File: config.mk
export PLATFORM = sky130hd
export DESIGN_NAME = rs_128_122_gf128_encoder
export DESIGN_NICKNAME = d
export VERILOG_FILES = /design/src/rtl/core/rse_pkg.sv /design/src/rtl/core/rse_front.sv /design/src/rtl/core/rse_fifo.sv /design/src/rtl/core/rse_back.sv /design/src/rtl/core/rs_128_122_gf128_encoder.sv
export SDC_FILE = /design/constraint.sdc
export NUM_CORES = 1
export LEC_CHECK = 0
export BUFFER_PORTS_ARGS = -buffer_cell sky130_fd_sc_hd__buf_2
export CORE_MARGIN = 3
export CORE_UTILIZATION = 40
export CTS_CLUSTER_SIZE = 8
export DETAILED_ROUTE_END_ITERATION = 10
export PLACE_DENSITY = 0.6
export SYNTH_ARGS = -nofsm -noshare
export SYNTH_HDL_FRONTEND = slang
export SYNTH_SLANG_ARGS = --single-unit
File: constraint.sdc
create_clock -name i_clk -period 4 [get_ports i_clk]
set_clock_uncertainty 0.2 [all_clocks]
set_input_delay 0.8 -clock i_clk [delete_from_list [all_inputs] [get_ports i_clk]]
set_output_delay 0.8 -clock i_clk [all_outputs]
set_load 0.01 [all_outputs]
File: src/rtl/core/rse_pkg.sv
// ----------------------------------------------------------------------------
// rse_pkg
// Shared types, field constants and GF(128) arithmetic for the RS encoder.
// ----------------------------------------------------------------------------
package rse_pkg;

    localparam int SYM_W      = 7;
    localparam int NPAR       = 5;
    localparam int CNT_W      = 7;
    localparam int FIFO_DEPTH = 4;
    localparam int FIFO_AW    = $clog2(FIFO_DEPTH);
    localparam int TDATA_W    = 8;

    localparam logic [SYM_W-1:0] GF_REDUCE = 7'h09;
    localparam logic [SYM_W-1:0] GF_ALPHA  = 7'h02;

    typedef logic [SYM_W-1:0] t_sym;

    // multiply in GF(128), field polynomial x^7+x^3+1
    function automatic t_sym gf_mul(input t_sym a, input t_sym b);
        t_sym x;
        t_sym r;
        x = a;
        r = '0;
        for (int i = 0; i < SYM_W; i++) begin
            if (b[i]) begin
                r = r ^ x;
            end
            x = {x[SYM_W-2:0], 1'b0} ^ (x[SYM_W-1] ? GF_REDUCE : t_sym'(0));
        end
        return r;
    endfunction

    // alpha^n, used only for constants at elaboration
    function automatic t_sym gf_pow(input int n);
        t_sym v;
        v = t_sym'(1);
        for (int i = 0; i < n; i++) begin
            v = gf_mul(v, GF_ALPHA);
        end
        return v;
    endfunction

    localparam t_sym GEN_C0   = gf_pow(52);
    localparam t_sym GEN_C1   = gf_pow(116);
    localparam t_sym GEN_C2   = gf_pow(119);
    localparam t_sym GEN_C3   = gf_pow(61);
    localparam t_sym GEN_C4   = gf_pow(15);
    localparam t_sym EVAL_PT  = gf_pow(6);

    // one queued message symbol; on the last symbol of a block it also
    // carries the final remainder and the partial evaluation
    typedef struct packed {
        t_sym            sym;
        logic            last;
        t_sym [NPAR-1:0] rem;
        t_sym            acc;
    } t_entry;

endpackage

File: src/rtl/core/rse_front.sv
// ----------------------------------------------------------------------------
// rse_front
// Accepts message symbols, runs the division register and the evaluation
// accumulator, and marks the last symbol of each block.
// ----------------------------------------------------------------------------
module rse_front #(
    parameter int MSG_LEN = 122
) (
    input  logic                 i_clk,
    input  logic                 i_rst_n,
    input  logic                 i_valid,
    input  rse_pkg::t_sym        i_sym,
    input  logic                 i_full,
    output logic                 o_ready,
    output logic                 o_push,
    output rse_pkg::t_entry      o_entry
);
    import rse_pkg::*;

    t_sym [NPAR-1:0] r_rem;
    t_sym [NPAR-1:0] n_rem;
    t_sym            r_acc;
    t_sym            n_acc;
    logic [CNT_W-1:0] r_count;
    logic [CNT_W:0]   w_count_inc;
    logic             w_last;
    t_sym             w_fb;

    assign o_ready = !i_full;
    assign o_push  = i_valid && !i_full;

    always_comb begin
        w_fb        = i_sym ^ r_rem[0];
        n_rem[0]    = r_rem[1] ^ gf_mul(w_fb, GEN_C0);
        n_rem[1]    = r_rem[2] ^ gf_mul(w_fb, GEN_C1);
        n_rem[2]    = r_rem[3] ^ gf_mul(w_fb, GEN_C2);
        n_rem[3]    = r_rem[4] ^ gf_mul(w_fb, GEN_C3);
        n_rem[4]    = gf_mul(w_fb, GEN_C4);
        n_acc       = gf_mul(r_acc, EVAL_PT) ^ i_sym;
        w_count_inc = {1'b0, r_count} + (CNT_W+1)'(1);
        w_last      = (w_count_inc >= (CNT_W+1)'(MSG_LEN));
    end

    always_comb begin
        o_entry.sym  = i_sym;
        o_entry.last = w_last;
        o_entry.rem  = n_rem;
        o_entry.acc  = n_acc;
    end

    always_ff @(posedge i_clk) begin
        if (!i_rst_n) begin
            r_rem   <= '0;
            r_acc   <= '0;
            r_count <= '0;
        end else if (o_push) begin
            if (w_last) begin
                r_rem   <= '0;
                r_acc   <= '0;
                r_count <= '0;
            end else begin
                r_rem   <= n_rem;
                r_acc   <= n_acc;
                r_count <= w_count_inc[CNT_W-1:0];
            end
        end
    end

endmodule

File: src/rtl/core/rse_fifo.sv
// ----------------------------------------------------------------------------
// rse_fifo
// Short queue of symbol entries between the front and the back end.
// ----------------------------------------------------------------------------
module rse_fifo (
    input  logic             i_clk,
    input  logic             i_rst_n,
    input  logic             i_push,
    input  rse_pkg::t_entry  i_entry,
    input  logic             i_pop,
    output logic             o_full,
    output logic             o_empty,
    output rse_pkg::t_entry  o_entry
);
    import rse_pkg::*;

    t_entry             r_mem [FIFO_DEPTH];
    logic [FIFO_AW-1:0] r_wr_ptr;
    logic [FIFO_AW-1:0] r_rd_ptr;
    logic [FIFO_AW:0]   r_count;

    assign o_full  = (r_count == (FIFO_AW+1)'(FIFO_DEPTH));
    assign o_empty = (r_count == '0);
    assign o_entry = r_mem[r_rd_ptr];

    always_ff @(posedge i_clk) begin
        if (i_push) begin
            r_mem[r_wr_ptr] <= i_entry;
        end
    end

    always_ff @(posedge i_clk) begin
        if (!i_rst_n) begin
            r_wr_ptr <= '0;
            r_rd_ptr <= '0;
            r_count  <= '0;
        end else begin
            if (i_push) begin
                r_wr_ptr <= r_wr_ptr + FIFO_AW'(1);
            end
            if (i_pop) begin
                r_rd_ptr <= r_rd_ptr + FIFO_AW'(1);
            end
            case ({i_push, i_pop})
                2'b10:   r_count <= r_count + (FIFO_AW+1)'(1);
                2'b01:   r_count <= r_count - (FIFO_AW+1)'(1);
                default: r_count <= r_count;
            endcase
        end
    end

endmodule

File: src/rtl/core/rse_back.sv
// ----------------------------------------------------------------------------
// rse_back
// Drains queued entries into the output register: echoes each message
// symbol and, after the last one, the parity symbols and extended check.
// ----------------------------------------------------------------------------
module rse_back (
    input  logic             i_clk,
    input  logic             i_rst_n,
    input  logic             i_empty,
    input  rse_pkg::t_entry  i_entry,
    output logic             o_pop,
    output logic             o_valid,
    input  logic             i_ready,
    output rse_pkg::t_sym    o_sym,
    output logic             o_is_check,
    output logic             o_block_end
);
    import rse_pkg::*;

    localparam int PH_W = $clog2(NPAR + 1);

    t_sym [NPAR-1:0] r_rem;
    t_sym            r_acc;
    logic [PH_W-1:0] r_phase;
    logic            r_busy;
    logic            r_valid;
    t_sym            r_sym;
    logic            r_is_check;
    logic            r_block_end;
    logic            w_load;
    logic            w_check_now;

    assign w_load      = !r_valid || i_ready;
    assign o_pop       = w_load && !r_busy && !i_empty;
    assign w_check_now = (r_phase == PH_W'(NPAR));

    assign o_valid     = r_valid;
    assign o_sym       = r_sym;
    assign o_is_check  = r_is_check;
    assign o_block_end = r_block_end;

    // payload
    always_ff @(posedge i_clk) begin
        if (w_load) begin
            if (r_busy) begin
                r_is_check <= 1'b1;
                if (w_check_now) begin
                    r_sym       <= r_acc;
                    r_block_end <= 1'b1;
                end else begin
                    r_sym       <= r_rem[0];
                    r_block_end <= 1'b0;
                    r_acc       <= gf_mul(r_acc, EVAL_PT) ^ r_rem[0];
                    for (int k = 0; k < NPAR - 1; k++) begin
                        r_rem[k] <= r_rem[k+1];
                    end
                    r_rem[NPAR-1] <= '0;
                end
            end else if (!i_empty) begin
                r_sym       <= i_entry.sym;
                r_is_check  <= 1'b0;
                r_block_end <= 1'b0;
                r_rem       <= i_entry.rem;
                r_acc       <= i_entry.acc;
            end
        end
    end

    // control
    always_ff @(posedge i_clk) begin
        if (!i_rst_n) begin
            r_valid <= 1'b0;
            r_busy  <= 1'b0;
            r_phase <= '0;
        end else if (w_load) begin
            if (r_busy) begin
                r_valid <= 1'b1;
                if (w_check_now) begin
                    r_busy  <= 1'b0;
                    r_phase <= '0;
                end else begin
                    r_phase <= r_phase + PH_W'(1);
                end
            end else if (!i_empty) begin
                r_valid <= 1'b1;
                r_busy  <= i_entry.last;
                r_phase <= '0;
            end else begin
                r_valid <= 1'b0;
            end
        end
    end

endmodule

File: src/rtl/core/rs_128_122_gf128_encoder.sv
// ----------------------------------------------------------------------------
// rs_128_122_gf128_encoder
// Systematic RS(128,122) encoder over GF(128) with extended check symbol.
// ----------------------------------------------------------------------------
// a message echo is written into the queue when its input transaction is accepted, and
//   is then loaded from the queue into the output register
// throughput: one output symbol per cycle while i_m_axis_tready is high and entries are queued;
//   a block of MSG_LEN echoes is followed by the six check symbols, also one per cycle
// at full rate the 4-entry queue takes three more symbols during the parity drain,
//   then the input stalls; sustained input is MSG_LEN symbols per MSG_LEN + 6 output symbols
// reset: synchronous active-low i_rst_n clears the queue, counters and state
module rs_128_122_gf128_encoder #(
    parameter int MSG_LEN = 122
) (
    input  logic       i_clk,
    input  logic       i_rst_n,
    input  logic       i_s_axis_tvalid,
    output logic       o_s_axis_tready,
    input  logic [7:0] i_s_axis_tdata,   // [6:0] msg_symbol
    output logic       o_m_axis_tvalid,
    input  logic       i_m_axis_tready,
    output logic [7:0] o_m_axis_tdata,   // [6:0] code_symbol
    output logic       o_m_axis_tuser,   // [0] is_check
    output logic       o_m_axis_tlast    // block_end
);
    import rse_pkg::*;

    logic   w_push;
    logic   w_pop;
    logic   w_full;
    logic   w_empty;
    t_entry w_push_entry;
    t_entry w_head_entry;
    t_sym   w_out_sym;

    rse_front #(
        .MSG_LEN (MSG_LEN)
    ) u_front (
        .i_clk   (i_clk),
        .i_rst_n (i_rst_n),
        .i_valid (i_s_axis_tvalid),
        .i_sym   (i_s_axis_tdata[SYM_W-1:0]),
        .i_full  (w_full),
        .o_ready (o_s_axis_tready),
        .o_push  (w_push),
        .o_entry (w_push_entry)
    );

    rse_fifo u_fifo (
        .i_clk   (i_clk),
        .i_rst_n (i_rst_n),
        .i_push  (w_push),
        .i_entry (w_push_entry),
        .i_pop   (w_pop),
        .o_full  (w_full),
        .o_empty (w_empty),
        .o_entry (w_head_entry)
    );

    rse_back u_back (
        .i_clk       (i_clk),
        .i_rst_n     (i_rst_n),
        .i_empty     (w_empty),
        .i_entry     (w_head_entry),
        .o_pop       (w_pop),
        .o_valid     (o_m_axis_tvalid),
        .i_ready     (i_m_axis_tready),
        .o_sym       (w_out_sym),
        .o_is_check  (o_m_axis_tuser),
        .o_block_end (o_m_axis_tlast)
    );

    assign o_m_axis_tdata = {{(TDATA_W-SYM_W){1'b0}}, w_out_sym};

endmodule

# == Yosys cells after proc, flatten, opt, wreduce, memory -nomap -nowiden ==
# Memories as Yosys holds them, arrays and structs flattened. A register that Yosys moved wholly into a read port is not among the register bits.
# Index checks and enable logic that the tools add are counted.
# totals
mem_bits_ro,0
inputBits,12
ramBits,200
wordCells,132
latchBits,0
memories,1
register_bits,112
# memory_table
name,depth,word_bits,read_ports,rd_ports_with_merged_regs,write_ports,line,text
u_fifo.r_mem,4,50,1,1,1,rse_fifo.sv:17,t_entry r_mem [FIFO_DEPTH];
# classes
div_mod_pow,0
eq_ne,6
bitwise_logic,35
reduce_logical,12
shift,0
n_addsub,6
muxes,49
multipliers,0
n_lt_le_gt_ge,1
# ops
operator,count
7-bit bitwise XOR,35
35-bit 2-to-1 mux,4
7-bit 2-to-1 mux,11
4-bit 2-to-1 mux,18
1-bit 2-to-1 mux,10
3-bit 2-to-1 mux,3
"7-bit by 1-bit adder with 8-bit output, second input constant",1
"8-bit by 7-bit >= comparator with 1-bit output, second input constant",1
"3-bit by 1-bit adder with 3-bit output, second input constant",2
"3-bit == test, second input constant",2
3-bit one-hot mux with 2 select lines,1
"2-bit by 1-bit adder with 2-bit output, second input constant",2
1-bit logical NOT,4
2-bit 2-to-1 mux,2
"2-bit inequality test, second input constant",2
1-bit logical AND,3
3-bit logical NOT,1
3-bit AND reduction,1
"3-bit by 1-bit subtractor with 3-bit output, second input constant",1
"2-bit by 1-bit == test with 1-bit output, second input constant",1
"2-bit == test, second input constant",1
2-bit AND reduction,1
2-bit nonzero test,1
1-bit logical OR,1

# == Logic depth before layout (Yosys ltp) ==
# Gate-level depths: netlist of run 1.
# depth
word_depth,18
depth_mapped,11
ltp_nobuf,9

# == Modules after synthesis ==
# Synthesis of run 1 repeated with hierarchy kept, for this count alone.
# hier_totals
hier_cells,777
hier_area_um2,13217.7
# by_module_without_submodules
mod,instances,cells_per_inst,seq_area_each_um2,area_per_inst_um2
rse_fifo,1,308,6185.9,7722.4
rse_front,1,298,980.9,2946.6
rse_back,1,169,1631.6,2537.4
rs_128_122_gf128_encoder,1,2,0.0,11.3

# == Least setup slack after synthesis of run 1 ==
# No wires, ideal clock.
# synth_timing
kind,in2reg
start,in i_m_axis_tready
end,"reg u_back.r_acc[0], enable pin"
path_slack_ps,360
n_path_buf,0
path_stages,3
arrival_ps,2999
required_ps,3359
cell_sequence,nand2b_1 > o21ai_0 > nor2_1
# synth_between
elab_chain_len,2
# synth_rtl
item,line,text
from (decl),rs_128_122_gf128_encoder.sv:21,"input logic i_m_axis_tready,"
1-bit logical OR,rse_back.sv:33,assign w_load = !r_valid || i_ready;
3-bit AND reduction (no source line),-,
to (signal assigned),rse_back.sv:53,"r_acc <= gf_mul(r_acc, EVAL_PT) ^ r_rem[0];"
to (signal assigned),rse_back.sv:64,r_acc <= i_entry.acc;
to (decl),rse_back.sv:23,t_sym r_acc;
# Every way passes these cells.
# A chain may end at the register's enable or synchronous reset.

# == Worst setup path after layout of run 1 ==
# layout_timing
start,reg u_front.r_count[0]
end,reg u_front.r_rem[34] in the netlist's numbering
# layout_between
elab_chain_len,3
# layout_rtl
item,line,text
from (decl),rse_front.sv:24,logic [CNT_W-1:0] r_count;
from (signal assigned),rse_front.sv:64,r_count <= w_count_inc[CNT_W-1:0];
7-bit by 1-bit adder with 8-bit output,rse_front.sv:40,"w_count_inc = {1'b0, r_count} + (CNT_W+1)'(1);"
8-bit by 7-bit >= comparator with 1-bit output,rse_front.sv:41,w_last = (w_count_inc >= (CNT_W+1)'(MSG_LEN));
35-bit 2-to-1 mux,rse_front.sv:57,if (w_last) begin
to (signal assigned),rse_front.sv:62,r_rem <= n_rem;
to (decl),rse_front.sv:20,t_sym [NPAR-1:0] r_rem;
# Every way passes these cells.

==> impl_metrics.yaml, run 1 <==
cells_and_area:
  fill_cells: 2823
  multi_input_area_um2: 4260
  syn_to_final_growth_pct: 14.7
  n_antenna_cell: 0
  drive_above_1_share: 0.173
  mostFrequentLayoutCell: "edfxtp_1"
  finalInstanceArea_um2: 15300
  register_area_um2: 8800
  nets: 943
  final_core_util: 0.468
  final_cell_mix: "edfxtp_1, nand2_1, xnor2_1, dfxtp_1, mux4_2"
setup_path:
  critPathMaxFanout: 33
  cp_top_family: "compound AO/OA/AOI/OAI gates"
  cp-end-kind: "flip-flop"
  slowest_stage: "o31a_2"
  crit_type: "flip-flop to flip-flop"
  slowest_delay_ns: 0.70
  ff2ff_setup_slack_ns: 0.92
  r2r-end: "u_front.r_rem[34]$_SDFFE_PN0P_"
  cp.depth: 8
  critPathRequiredTime_ns: 4.24
  reg2reg_depth: 8
  critPathCapture: "u_front.r_rem[34]$_SDFFE_PN0P_"
  crit_path_cell_trace: "ha_1 > nand3_1 > or2_2 > xor2_1 > o31a_2 > buf_4 > o211ai_1 > a21boi_0"
  worstSetupStartpoint: "u_front.r_count[0]$_SDFFE_PN0P_"
  start_kind: "flip-flop"
  path_buf_inv: 1
  regToRegStartpoint: "u_front.r_count[0]$_SDFFE_PN0P_"
  cp.arrival_ns: 3.32
placement:
  place_congestion: 0.731
  place_hpwl_mm: 14.8
  dp_slack_ns: 0.793
  postPlaceCellArea_um2: 13900
  io_buffers: 21
detailed_routing:
  drt_wl_total_mm: 27.5
  drt-vias-per-instance: 5.07
  avgRoutedWirePerCell_um: 19.6
  drtIter0Drc: 491
  first_pass_iters: 5
  drtAntennaViolNets: 0
  drc: 0
  vias: 7107
timing:
  worst_hold_slack_ns: 0.259
  fin_setup_tns_ns: 0
  fin_crit_sh: 0.771
  relSlewSlack: 0.358
  rsz0062_at_grt: "no"
  fmax_ghz: 0.324
  setup_violations: 0
  final-max-slew-violation-count: 0
  period_minus_slack_ns: 3.08
  fin_ws_ns: 0.917
  hold_viol_final: 0
  worst_slew_pin_slew_ns: 0.961
power:
  p_clk_frac: 0.249
  intPower_w: 0.00951
  p_seq_frac: 0.427
  p_comb_frac: 0.325
  power_leakage_nw: 5.14
  p_switching_w: 0.00456
  p_sw_frac: 0.324
  p_per_area_nw_per_um2: 922
  peakVddDrop_mv: 0.403
synth:
  yosysWarnings: 0
  synth.distinct_cells: 46
  synth-edff-count: 251
  synth_top_area_frac: 0.567
  synth.cell_area_um2: 13300
  async_reset_ff_frac: 0
  synth.area.top_cells: "edfxtp_1, dfxtp_1, mux4_2"
  synth.avg_cell_area_um2: 14.9
  ys_seq_area_frac: 0.662
  synth_nets: 914
  yosysTopAreaCell: "edfxtp_1"
  synth_ff_type: "edfxtp_1"
  netlist_instances: 894
  ys_seq_elements: 314
flow_run:
  cap_violations: 0
global_routing:
  grt_pass1_wl_mm: 43.6
  grt_antenna_before_repair: 0
  grt_overflow: 0
  grt_start_max_net_pins: 67
  grt_pass1_vias: 7429
  grt_usage: 0.158
clocking:
  clockBufferDepth: 3
  htree_levels: 2
  cts_hold_buf: 0
  cts_post_setup_buffers_inserted: 0
  cts_tree: "yes"
  clock_latency_ns: 0.53
  cts.sinks: 314
  cts_root_buf: "clkbuf_16"
  clk_pin_slew_ns: 0.05
  cts_buffers: 45
  cts_resized: 0
floorplanning:
  core-area_um2: 32600
  die_area_um2: 35500
  rows: 66
  die_y_um: 188
  die_w_um: 188
  initial_core_util: 0.408
  io_pins: 24
run_status:
  outcome: "completed"
hold_path:
  hold_path_class: "flip-flop to flip-flop"
==> tightest hold or removal path: cells and delay by family, from the launching register on <==
kind / cells / cell delay (ns)
flops: 1 / 0.31
simple gates: 1 / 0.05
compound gates: 1 / 0.05
==> power by group through the flow <==
| stage | clock (W) | sequential, W | combinational, W |
|---|---|---|---|
| finish | 0.00350 | 0.00600 | 0.00457 |
| global route | 0.00373 | 0.00612 | 0.00510 |
| CTS | 0.00358 | 0.00602 | 0.00465 |
| detailed placement | 0 | 0.00608 | 0.00463 |
| global placement | 0 | 0.00604 | 0.00454 |
| floorplan | 0 | 0.00591 | 0.00337 |
==> registers in the layout, summed over array words and instances (netlist names), named ones only <==
signal	count
u_fifo.r_mem	200
u_back.r_rem	35
u_front.r_rem	35
u_back.o_sym	7
u_back.r_acc	7
u_front.r_acc	7
u_front.r_count	7
u_back.r_phase	3
u_fifo.r_count	3
u_fifo.r_rd_ptr	2
u_fifo.r_wr_ptr	2
u_back.o_block_end	1
u_back.o_is_check	1
u_back.o_valid	1
u_back.r_busy	1
==> final cells by class <==
class                           count  area share
Sequential cell                   314       0.577
Multi-Input combinational cell    512       0.279
Clock buffer                       81      0.0855
Tap cell                          442      0.0363
Timing Repair Buffer               36      0.0176
Inverter                           14     0.00345
Clock inverter                      2     0.00115
==> cell usage after synthesis (3+ instances only) <==
cell type and count:
xor2_1 26, ha_1 7, buf_1 8, nand2_1 153
dfxtp_1 63, mux2i_1 7, and2_1 19, nand4_1 3
a21boi_0 41, xnor2_2 9, buf_2 6, xor2_2 3
inv_1 12, nand2b_1 3, o21ai_0 27, a21boi_1 8
edfxtp_1 251, xor2_4 4, o211ai_1 41, a21oi_1 3
nor3_1 3, xnor2_1 64, nand3_1 5, clkbuf_1 39
nor2_1 10, mux4_2 50, or3_1 3
==> per-stage QoR <==
step	total power, W	std cells
after floorplan	0.00928	894
after global placement	0.0106	1318
after detailed placement	0.0107	1318
after CTS	0.0143	1401
after global routing	0.0149	1401
final	0.0141	1401
==> per-layer routing <==
metal | GRT usage | share of wire | vias up
li1 | - | - | 3354
met1 | 0.211 | 0.45 | 3577
met2 | 0.268 | 0.49 | 124
met3 | 0.0270 | 0.037 | 52
met4 | 0.0498 | 0.023 | 0
met5 | 0 | 0 | -
==> cell families after synthesis <==
kind of cell | count (synthesis) | share of synthesized area
compound gates | 133 | 0.0696
xor+xnor | 107 | 0.0843
fa+ha+maj | 8 | 0.00809
buf+inv | 68 | 0.0200
flops | 314 | 0.662
mux | 57 | 0.0900
other cells | 1 | 0.000282
simple gates | 206 | 0.0659
==> worst min-delay path by stage <==
stage | to | cells after the start | start
after floorplan | u_front.r_rem[16]$_SDFFE_PN0P_ | 2 | u_front.r_rem[16]$_SDFFE_PN0P_
after global placement | u_front.r_rem[16]$_SDFFE_PN0P_ | 2 | u_front.r_rem[16]$_SDFFE_PN0P_
after detailed placement | u_front.r_rem[16]$_SDFFE_PN0P_ | 2 | u_front.r_rem[16]$_SDFFE_PN0P_
after CTS | u_front.r_rem[16]$_SDFFE_PN0P_ | 2 | u_front.r_rem[16]$_SDFFE_PN0P_
after global routing | u_front.r_rem[16]$_SDFFE_PN0P_ | 2 | u_front.r_rem[16]$_SDFFE_PN0P_
final | u_front.r_rem[16]$_SDFFE_PN0P_ | 2 | u_front.r_rem[16]$_SDFFE_PN0P_
(Power assumes the default switching activity.)
==> inputs of run 2 (changes only) <==
Settings changed: ABC_AREA set to 1, PLACE_DENSITY 0.6 to 0.62.
Clock period 4 ns to 2.5 ns, I/O delays scaled along.
==> impl_metrics.yaml, run 2 <==
run_status:
  outcome: "completed"
synth:
  synth_compound_area_frac: 0.0993
  synth_xor_area_frac: 0.0578
  synth_ff_type: "edfxtp_1"
  yosysTopAreaCell: "edfxtp_1"
  ys_seq_elements: 314
  synth.area.mux_share: 0
  synth-edff-count: 251
  synth.distinct_cells: 44
  yosysWarnings: 0
  synth.area.top_cells: "edfxtp_1, dfxtp_1, nand2_1"
  synth-simple-area-share: 0.133
  synth_fa_ha_area_frac: 0.00813
  synthTopCellsByCount: "edfxtp_1, nand2_1, nor2_1"
  synth_top_area_frac: 0.569
  ys_seq_area_frac: 0.665
  async_reset_ff_frac: 0
  synth_top_family_by_area: "simple AND/OR/NAND/NOR gates"
  synth.avg_cell_area_um2: 10.9
  netlist_instances: 1211
  synth.cell_area_um2: 13200
  yosysMostFrequentCell: "edfxtp_1"
  synth_nets: 1231
placement:
  place_hpwl_mm: 17.0
  io_buffers: 21
  dp.cells: 1663
  place_congestion: 0.790
clocking:
  htree_levels: 2
  clk_pin_slew_ns: 0.05
  cts_tree: "yes"
  cts_buffers: 45
  cts_post_setup_buffers_inserted: 0
  cts_hold_buf: 0
  cts_resized: 0
  cts.sinks: 314
  cts_root_buf: "clkbuf_16"
  clock_latency_ns: 0.53
  clockBufferDepth: 3
detailed_routing:
  avgRoutedWirePerCell_um: 16.8
  drtAntennaViolNets: 0
  drt_wl_total_mm: 29.4
  first_pass_iters: 5
  drc: 0
  drt-vias-per-instance: 4.92
  vias: 8599
  drtIter0Drc: 676
setup_path:
  cp.arrival_ns: 2.48
  start_kind: "flip-flop"
  cp-end-kind: "flip-flop"
  reg2reg_depth: 9
  r2r-end: "u_fifo.r_count[2]$_SDFFE_PN0P_"
  critPathMaxFanout: 4
  crit_type: "flip-flop to flip-flop"
  regToRegStartpoint: "u_fifo.r_count[0]$_SDFFE_PN0P_"
  ff2ff_setup_slack_ns: 0.28
  critPathRequiredTime_ns: 2.75
power:
  total_power_w: 0.0225
  p_clk_frac: 0.249
  power_leakage_nw: 5.76
  p_switching_w: 0.00773
  p_comb_frac: 0.347
  p_seq_frac: 0.404
  p_per_area_nw_per_um2: 1440
  peakVddDrop_mv: 0.768
  intPower_w: 0.0147
  p_sw_frac: 0.344
cells_and_area:
  n_antenna_cell: 0
  reg.largest.list: "u_fifo.r_mem: 200 flops, u_back.r_rem: 35 flops, u_front.r_rem: 35 flops"
  final_cells: 1746
  syn_to_final_growth_pct: 17.7
  final_cell_mix: "edfxtp_1, nand2_1, nor2_1, o21ai_0, a21oi_1"
  drive_above_1_share: 0.119
  nets: 1295
  largest_reg_flops: 200
  regMostFlops: "u_fifo.r_mem"
  mostFrequentLayoutCell: "edfxtp_1"
hold_path:
  hold_path_class: "input pin to flip-flop"
  hold_depth: 4
  min_from: "i_m_axis_tready"
  min_to: "u_back.o_valid$_SDFFE_PN0N_"
floorplanning:
  io_pins: 24
  rows: 65
  die_area_um2: 35300
  core-area_um2: 32000
  initial_core_util: 0.413
  die_y_um: 188
  die_w_um: 188
global_routing:
  grt_usage: 0.166
  grt_pass1_wl_mm: 46.6
  grt_antenna_before_repair: 0
  grt_start_max_net_pins: 65
  grt_overflow: 0
  grt_pass1_vias: 8486
flow_run:
  cap_violations: 0
timing:
  period_minus_slack_ns: 2.22
  rsz0062_at_grt: "no"
  fin_setup_tns_ns: 0
  worst_slew_pin_slew_ns: 0.819
  relSlewSlack: 0.452
  final-max-slew-violation-count: 0
  fin_crit_sh: 0.890
  setup_violations: 0
  fmax_ghz: 0.450
  hold_viol_final: 0
[run 2: cell count changes in the layout (fill, tap and decap cells not counted), sizes merged, moves of 41 or more]
cell,delta
inv,+44
a21oi,+86
xnor2,-41
o21ai,+69
nor2,+184
buf,+41
mux4,-50
a21boi,-49
nand2,+77
[run 2: cell families (layout without fill, tap and decap cells)]
kind of cell    count (synthesis)  after routing
flops                         314            314
buf+inv                       119            219
other cells                     1              1
xor+xnor                       83             83
simple gates                  447            447
fa+ha+maj                       8              8
compound gates                239            239
[run 2: power groups by stage]
stage	sequential (W)	combinational (W)	clock, W
finish	0.00908	0.00780	0.00559
global route	0.00922	0.00879	0.00594
CTS	0.00909	0.00789	0.00572
detailed placement	0.00918	0.00785	0
global placement	0.00915	0.00766	0
floorplan	0.00905	0.00495	0
[run 2: critical path, stage by stage (launching register included)]
cell,delay [ns]
dfxtp_1,0.37
nor3_1,0.10
nor3_1,0.27
ha_1,0.21
inv_1,0.07
fa_1,0.43
a21oi_1,0.14
o21ai_0,0.11
buf_4,0.14
a21oi_1,0.13
[run 2: final cells by class]
type | instances | area, um2
timing repair buffer | 77 | 701
clock buffer | 81 | 1300
sequential | 314 | 8800
multi-input combinational | 778 | 4000
clock inverter | 2 | 16.3
fill | 2885 | 16500
tap | 435 | 544
inverter | 59 | 221
[run 2: how the worst max path moves through the flow]
stage	startpoint	end	slack (ns)
3_3_place_gp	i_m_axis_tready	u_fifo.r_count[2]$_SDFFE_PN0P_	0.07
6_report	u_fifo.r_count[0]$_SDFFE_PN0P_	u_fifo.r_count[2]$_SDFFE_PN0P_	0.28
2_1_floorplan	u_fifo.r_count[0]$_SDFFE_PN0P_	u_fifo.r_mem[0][0]$_DFFE_PP_	-0.41
4_1_cts	u_fifo.r_count[0]$_SDFFE_PN0P_	u_fifo.r_count[2]$_SDFFE_PN0P_	0.26
3_5_place_dp	i_m_axis_tready	u_fifo.r_count[2]$_SDFFE_PN0P_	0.06
5_1_grt	u_fifo.r_count[0]$_SDFFE_PN0P_	u_fifo.r_count[2]$_SDFFE_PN0P_	0.07
[run 2: layer usage]
layer | share of wire | wire length [um] | vias up | track usage
met5 | 0 | 0 | - | 0
met4 | 0.025 | 745 | 0 | 0.0499
met3 | 0.042 | 1220 | 49 | 0.0273
met2 | 0.48 | 14200 | 165 | 0.277
met1 | 0.45 | 13200 | 4102 | 0.225
li1 | - | - | 4283 | -
[run 2: metrics by stage]
stage | worst slack, ns | instance area (um2) | hold slack, ns | utilization
2_1_floorplan | -0.406 | 13300 | 0.206 | -
3_3_place_gp | 0.0682 | 14300 | 0.240 | 0.445
3_5_place_dp | 0.0567 | 14300 | 0.248 | 0.445
4_1_cts | 0.255 | 15600 | 0.0568 | 0.486
5_1_grt | 0.0740 | 15600 | 0.105 | 0.486
6_report | 0.276 | 15600 | 0.0774 | 0.486
